File: src/design/lowest_free_handle_table_unit_defines.svh
// Assertion macros used by the handle table RTL.
`ifndef LOWEST_FREE_HANDLE_TABLE_UNIT_DEFINES_SVH
`define LOWEST_FREE_HANDLE_TABLE_UNIT_DEFINES_SVH

// Same-cycle implication, checked outside reset.
`define LFHT_ASSERT_NOW(label, ante, cons, msg) \
  label: assert property (@(posedge clk) disable iff (!rst_n) (ante) |-> (cons)) \
    else $error(msg);

// Next-cycle implication, checked outside reset.
`define LFHT_ASSERT_NEXT(label, ante, cons, msg) \
  label: assert property (@(posedge clk) disable iff (!rst_n) (ante) |=> (cons)) \
    else $error(msg);

`endif

File: src/design/lfht_pkg.sv
// Types, constants and codes of the lowest-free handle table.
`default_nettype none

package lfht_pkg;

  // Table geometry
  localparam int SLOTS     = 64;
  localparam int WORD_BITS = 32;
  localparam int IDX_W     = $clog2(SLOTS);
  localparam int CNT_W     = $clog2(SLOTS + 1);

  // Fixed field widths of the item channels
  localparam int ACT_W  = 2;
  localparam int SLOT_W = 6;
  localparam int DATA_W = 32;
  localparam int OCC_W  = 7;

  // Action codes
  typedef enum logic [ACT_W-1:0] {
    ACT_ADD    = 2'd0,
    ACT_GET    = 2'd1,
    ACT_REMOVE = 2'd2
  } action_t;

  // Sequencer states
  typedef enum logic {
    ST_IDLE,
    ST_RESP
  } state_t;

  // Input item
  typedef struct packed {
    logic [ACT_W-1:0]  action;
    logic [SLOT_W-1:0] slot;
    logic [DATA_W-1:0] payload;
  } in_item_t;

  // Result item
  typedef struct packed {
    logic              ok;
    logic [SLOT_W-1:0] slot_out;
    logic [DATA_W-1:0] payload_out;
    logic [OCC_W-1:0]  occupied;
  } out_item_t;

  // Request from the sequencer to the allocator
  typedef struct packed {
    logic             en;
    logic [ACT_W-1:0] action;
    logic [IDX_W-1:0] idx;
    logic             in_range;
    logic             word_nz;
  } alloc_req_t;

  // Decision returned by the allocator
  typedef struct packed {
    logic              ok;
    logic              wr;
    logic              rd;
    logic              rm;
    logic [SLOT_W-1:0] slot;
    logic [IDX_W-1:0]  free_idx;
  } alloc_dec_t;

endpackage

`default_nettype wire

File: src/design/lfht_ram.sv
// Generic single-write, single-read synchronous RAM with registered read data.
`default_nettype none

module lfht_ram #(
  parameter int WIDTH = 32,
  parameter int DEPTH = 64
) (
  input  wire logic                     clk,
  input  wire logic                     we,
  input  wire logic [$clog2(DEPTH)-1:0] waddr,
  input  wire logic [WIDTH-1:0]         wdata,
  input  wire logic                     re,
  input  wire logic [$clog2(DEPTH)-1:0] raddr,
  output logic      [WIDTH-1:0]         rdata_r
);

  logic [WIDTH-1:0] mem [DEPTH];

  // Write port
  always_ff @(posedge clk) begin
    if (we) begin
      mem[waddr] <= wdata;
    end
  end

  // Registered read port
  always_ff @(posedge clk) begin
    if (re) begin
      rdata_r <= mem[raddr];
    end
  end

endmodule

`default_nettype wire

File: src/design/lfht_alloc.sv
// Occupancy bitmap, lowest-free search and occupied-slot count.
`default_nettype none

module lfht_alloc import lfht_pkg::*; (
  input  wire logic       clk,
  input  wire logic       rst_n,
  input  wire alloc_req_t req,
  output alloc_dec_t      dec,
  output logic [CNT_W-1:0] count_r
);

  logic [SLOTS-1:0] slot_valid_r, slot_valid_nxt;
  logic [CNT_W-1:0] count_nxt;
  logic [IDX_W-1:0] free_idx;
  logic             full;

  // Priority encoder: lowest clear bit of the bitmap
  always_comb begin
    free_idx = '0;
    for (int i = SLOTS - 1; i >= 0; i--) begin
      if (!slot_valid_r[i]) begin
        free_idx = IDX_W'(i);
      end
    end
  end

  assign full = (count_r == CNT_W'(SLOTS));

  // Per-action decision
  always_comb begin
    dec          = '0;
    dec.free_idx = free_idx;
    case (req.action)
      ACT_ADD: begin
        if (req.word_nz && !full) begin
          dec.ok   = 1'b1;
          dec.wr   = 1'b1;
          dec.slot = SLOT_W'(free_idx);
        end else begin
          dec.slot = SLOT_W'(req.idx);
        end
      end
      ACT_GET: begin
        dec.slot = SLOT_W'(req.idx);
        if (req.in_range && slot_valid_r[req.idx]) begin
          dec.ok = 1'b1;
          dec.rd = 1'b1;
        end
      end
      ACT_REMOVE: begin
        dec.slot = SLOT_W'(req.idx);
        if (req.in_range && slot_valid_r[req.idx]) begin
          dec.ok = 1'b1;
          dec.rm = 1'b1;
        end
      end
      default: begin
        dec.slot = SLOT_W'(req.idx);
      end
    endcase
  end

  // Bitmap and count update
  always_comb begin
    slot_valid_nxt = slot_valid_r;
    count_nxt      = count_r;
    if (req.en && dec.wr) begin
      slot_valid_nxt[free_idx] = 1'b1;
      count_nxt                = count_r + CNT_W'(1);
    end else if (req.en && dec.rm) begin
      slot_valid_nxt[req.idx] = 1'b0;
      count_nxt               = count_r - CNT_W'(1);
    end
  end

  always_ff @(posedge clk) begin
    if (!rst_n) begin
      slot_valid_r <= '0;
      count_r      <= '0;
    end else begin
      slot_valid_r <= slot_valid_nxt;
      count_r      <= count_nxt;
    end
  end

endmodule

`default_nettype wire

File: src/design/lowest_free_handle_table_unit.sv
// Lowest-free handle table: add, get and remove over a slot store.
// An accepted item is decided and its RAM access issued on acceptance; the result register
// loads in the response state, from the decision stage and the returned RAM read data.
// An item may be accepted while the previous result waits; its own result loads, and the
// next item is taken, only once the output register is free. Reset clears the bitmap,
// the count and the handshakes; the word RAM is not cleared, as only occupied slots are read.
`default_nettype none

module lowest_free_handle_table_unit import lfht_pkg::*; (
  input  wire logic      clk,
  input  wire logic      rst_n,
  input  wire logic      in_valid,
  output logic           in_ready,
  input  wire in_item_t  in_item,
  output logic           out_valid,
  input  wire logic      out_ready,
  output out_item_t      out_item
);

`include "lowest_free_handle_table_unit_defines.svh"

  state_t            state_r, state_nxt;
  logic              accept;
  logic              load_out;
  alloc_req_t        req;
  alloc_dec_t        dec;
  logic [CNT_W-1:0]  count;
  logic [WORD_BITS-1:0] rdata;
  logic              ram_we, ram_re;

  // Decision held for the response cycle
  logic              ok_r, get_r;
  logic [SLOT_W-1:0] slot_r;

  // Output register
  logic              out_valid_r;
  out_item_t         out_item_r, out_item_nxt;

  assign accept = in_valid && in_ready;

  // Request to the allocator
  always_comb begin
    req          = '0;
    req.en       = accept;
    req.action   = in_item.action;
    req.idx      = IDX_W'(in_item.slot);
    req.in_range = (CNT_W'(in_item.slot) < CNT_W'(SLOTS));
    req.word_nz  = (in_item.payload[WORD_BITS-1:0] != '0);
  end

  lfht_alloc u_alloc (
    .clk     (clk),
    .rst_n   (rst_n),
    .req     (req),
    .dec     (dec),
    .count_r (count)
  );

  // Word store: write on successful add, read on successful get
  assign ram_we = accept && dec.wr;
  assign ram_re = accept && dec.rd;

  lfht_ram #(
    .WIDTH (WORD_BITS),
    .DEPTH (SLOTS)
  ) u_ram (
    .clk     (clk),
    .we      (ram_we),
    .waddr   (dec.free_idx),
    .wdata   (in_item.payload[WORD_BITS-1:0]),
    .re      (ram_re),
    .raddr   (req.idx),
    .rdata_r (rdata)
  );

  // Next state
  always_comb begin
    state_nxt = state_r;
    case (state_r)
      ST_IDLE: begin
        if (in_valid) begin
          state_nxt = ST_RESP;
        end
      end
      ST_RESP: begin
        if (!out_valid_r || out_ready) begin
          state_nxt = ST_IDLE;
        end
      end
      default: begin
        state_nxt = ST_IDLE;
      end
    endcase
  end

  // State outputs
  always_comb begin
    in_ready = 1'b0;
    load_out = 1'b0;
    case (state_r)
      ST_IDLE: begin
        in_ready = 1'b1;
      end
      ST_RESP: begin
        load_out = !out_valid_r || out_ready;
      end
      default: begin
        in_ready = 1'b0;
      end
    endcase
  end

  always_ff @(posedge clk) begin
    if (!rst_n) begin
      state_r <= ST_IDLE;
    end else begin
      state_r <= state_nxt;
    end
  end

  // Decision stage
  always_ff @(posedge clk) begin
    if (accept) begin
      ok_r   <= dec.ok;
      get_r  <= dec.rd;
      slot_r <= dec.slot;
    end
  end

  // Result assembly; count is already updated by the accepted item
  always_comb begin
    out_item_nxt             = '0;
    out_item_nxt.ok          = ok_r;
    out_item_nxt.slot_out    = slot_r;
    out_item_nxt.payload_out = get_r ? DATA_W'(rdata) : '0;
    out_item_nxt.occupied    = OCC_W'(count);
  end

  always_ff @(posedge clk) begin
    if (!rst_n) begin
      out_valid_r <= 1'b0;
    end else if (load_out) begin
      out_valid_r <= 1'b1;
    end else if (out_ready) begin
      out_valid_r <= 1'b0;
    end
  end

  always_ff @(posedge clk) begin
    if (load_out) begin
      out_item_r <= out_item_nxt;
    end
  end

  assign out_valid = out_valid_r;
  assign out_item  = out_item_r;

  // Checks
  `LFHT_ASSERT_NOW(a_count_bound, 1'b1, count <= CNT_W'(SLOTS), "occupied count above table size")
  `LFHT_ASSERT_NOW(a_ram_excl, 1'b1, !(ram_we && ram_re), "word store written and read together")
  `LFHT_ASSERT_NEXT(a_accept_resp, accept, state_r == ST_RESP, "accepted item did not reach response")
  `LFHT_ASSERT_NOW(a_data_ok, out_valid_r && (out_item_r.payload_out != '0), out_item_r.ok, "data returned on a failed result")

endmodule

`default_nettype wire
File: config.mk
export PLATFORM = sky130hd
export DESIGN_NAME = lowest_free_handle_table_unit
export DESIGN_NICKNAME = d
export VERILOG_FILES = /design/src/design/lfht_pkg.sv /design/src/design/lfht_ram.sv /design/src/design/lfht_alloc.sv /design/src/design/lowest_free_handle_table_unit.sv
export VERILOG_INCLUDE_DIRS = /design/src /design/src/design
export SDC_FILE = /design/constraint.sdc
export NUM_CORES = 2
export LEC_CHECK = 0
export BUFFER_PORTS_ARGS = -buffer_cell sky130_fd_sc_hd__buf_2
export CAP_MARGIN = 20
export CORE_UTILIZATION = 50
export DETAILED_ROUTE_END_ITERATION = 7
export GPL_TIMING_DRIVEN = 1
export PLACE_DENSITY = 0.65
export SKIP_CTS_REPAIR_TIMING = 1
export SYNTH_ARGS = -nofsm -noshare
export SYNTH_HDL_FRONTEND = slang
export SYNTH_HIERARCHICAL = 1
export SYNTH_SLANG_ARGS = --single-unit
export TNS_END_PERCENT = 10
File: constraint.sdc
create_clock -name clk -period 11.47 [get_ports clk]
set_input_delay 0.5735 -clock clk [delete_from_list [all_inputs] [get_ports clk]]
set_output_delay 0.5735 -clock clk [all_outputs]
set_load 0.05 [all_outputs]
==> results.sh <==
export IMPL_critPathRequiredTime_ns=11.95
export IMPL_area_growth_syn_to_layout_pct=12.2
export IMPL_slowest_stage="nand3_1"
export IMPL_place_area_mm2=0.0896
export IMPL_ios=92
export IMPL_placement_rows=151
export IMPL_power_density_mw_per_mm2=170
export IMPL_crit_fanout=65
export IMPL_max_slew_margin_pct=19.1
export IMPL_timing_final_crit_share_pct=44.4
export IMPL_crit_path_end_kind="register"
export IMPL_dp_hpwl_mm=124
export IMPL_h_tree_depth=4
export IMPL_start_util_pct=50.5
export IMPL_synthesis_area_mm2=0.0857
export IMPL_finalWorstPathRequiredPeriod_ns=5.09
export IMPL_wl_per_cell_um=33.3
export IMPL_fin_area_mm2=0.0962
export IMPL_antenna_left=0
export IMPL_cts_buffers=213
export IMPL_vias=43300
export IMPL_fp_coreArea_mm2=0.170
export IMPL_synth_warnings=6
export IMPL_overflow=0
export IMPL_grt_max_degree=125
export IMPL_die_w_um=416
export IMPL_grt_first_pass_wirelength_mm=316
export IMPL_antenna_found_initial=10
export IMPL_clock_sinks=2207
export IMPL_first_global_vias=42700
export IMPL_via_per_inst=6.46
export IMPL_skew_ns=0.0367
export IMPL_ir_drop_uv=156
export IMPL_rsz0062_at_grt="false"
export IMPL_crit_type="primary input to register"
export IMPL_final_hold_viol_count=0
export IMPL_dieArea_mm2=0.173
export IMPL_setup_violations=0
export IMPL_drcViolationCount=0
export IMPL_hp_class="primary input to register"
export IMPL_final_layout_size_suffix_gt1_share_pct=26.1
export IMPL_cpPeakStageDelay_ns=0.80
export IMPL_max_slew_worst_pin_slew_ns=1.21
export IMPL_gp_congestion=0.860
export IMPL_dr_pass1_iters=6
export IMPL_cap_violations=0
export IMPL_crit_chain="buf_2, buf_4, nor4_1, nand4_1, or2_1, nand3_1, inv_1, and2_1, nand3_1, nor2_4, buf_4"
export IMPL_cts_root_buf="clkbuf_16"
export IMPL_path_clk_slew_ns=0.06
export IMPL_io_buffers=91
export IMPL_crit_arrival_ns=5.58
export IMPL_setup_tns_ns=0
export IMPL_wl_mm=224
export IMPL_grt_usage_pct=25.9
export IMPL_avgSynthCellArea_um2=21.1
export IMPL_maxSlewViolCount=0
export IMPL_fmax_ghz=0.196
export IMPL_clk_latency_ns=0.84
export IMPL_cp_start_kind="primary input"
export IMPL_cts_tree="yes"
export IMPL_fp_dieH_um=416
export IMPL_fin_nets=4357
export IMPL_p_leak_nw=29.9
export IMPL_drt_iter0_drc=5851
export IMPL_cts_buffer_depth=3
export IMPL_syn_inst=4063
export IMPL_status="complete, no violations"
cell usage in the layout (no fill, tap or decap), types with 7 or more instances in the layout:
| cell type | n |
|---|---|
| a21oi_1 | 78 |
| a22oi_1 | 15 |
| a311oi_1 | 10 |
| and2_1 | 43 |
| and3_1 | 8 |
| buf_2 | 86 |
| buf_4 | 147 |
| bufinv_16 | 12 |
| clkbuf_1 | 57 |
| clkbuf_16 | 217 |
| clkinv_1 | 57 |
| clkinv_2 | 39 |
| dfxtp_1 | 73 |
| edfxtp_1 | 2134 |
| ha_1 | 9 |
| inv_1 | 34 |
| inv_6 | 8 |
| mux2i_1 | 108 |
| mux4_2 | 547 |
| nand2_1 | 110 |
| nand2b_1 | 18 |
| nand3_1 | 36 |
| nand3b_1 | 12 |
| nand4_1 | 30 |
| nor2_1 | 93 |
| nor2_4 | 62 |
| nor2b_1 | 24 |
| nor3_1 | 36 |
| nor4_1 | 12 |
| o211ai_1 | 7 |
| o21ai_0 | 47 |
| o221ai_1 | 40 |
| o22ai_1 | 115 |
| o311ai_0 | 25 |
state kept, by name, summed over array words and instances, names as in the netlist:
name / count
u_ram/mem: 2048
u_alloc/slot_valid_r: 64
out_item: 46
u_ram/rdata_r: 32
u_alloc/count_r: 7
slot_r: 6
get_r: 1
ok_r: 1
out_valid: 1
state_r: 1
through the flow:
step / hold WS (ns) / worst slack, ns / power (mW) / instances / utilization, %
floorplan: 0.400 / 6.88 / 9.50 / 4068 / -
global placement: 0.405 / 5.69 / 9.87 / 6304 / 52.7
detailed placement: 0.406 / 5.57 / 9.88 / 6306 / 52.8
CTS: -0.0296 / 6.44 / 16.5 / 6706 / 56.7
global route: 0.0259 / 6.15 / 16.8 / 6706 / 56.7
finish: 0.0211 / 6.38 / 16.4 / 6708 / 56.7
path summary, 6_finish.rpt:
path	from	end	slack, ns	depth (start not counted)
setup / recovery	in_item[9]	u_ram/mem[3][5]	6.38	11
hold / removal	in_valid	state_r	0.02	3
setup reg to reg	u_alloc/slot_valid_r[50]	u_ram/mem[3][5]	6.56	9
hold reg to reg	slot_r[3]	out_item[42]	0.40	0
worst max-delay path: cells and delay by family:
| family | cells | cell delay (ns) |
|---|---|---|
| buffers and inverters | 4 | 1.32 |
| and+or+nand+nor | 7 | 3.59 |
cell type report:
type,instances,area [µm²]
clock inverter,124,937
tap,2218,2780
timing repair buffer,244,1720
antenna,2,5.00
sequential,2207,65500
multi-input combinational,1602,19400
clock buffer,276,5670
fill,12400,73600
inverter,35,131
where the power goes:
group / switching [mW] / leakage, nW / internal (mW)
Combinational: 0.563 / 6.88 / 0.275
Clock: 2.95 / 3.24 / 3.75
Sequential: 0.0103 / 19.8 / 8.86
Total: 3.52 / 29.9 / 12.9
routing by layer:
layer  wire, µm  GRT usage (%)  vias up
met5          0              0        -
met4       8760           9.76        0
met3      19500           4.21      365
met2     107000           41.0     2196
met1      88400           36.7    23100
li1           -              -    17600
Power figures use the tool's default switching activity.
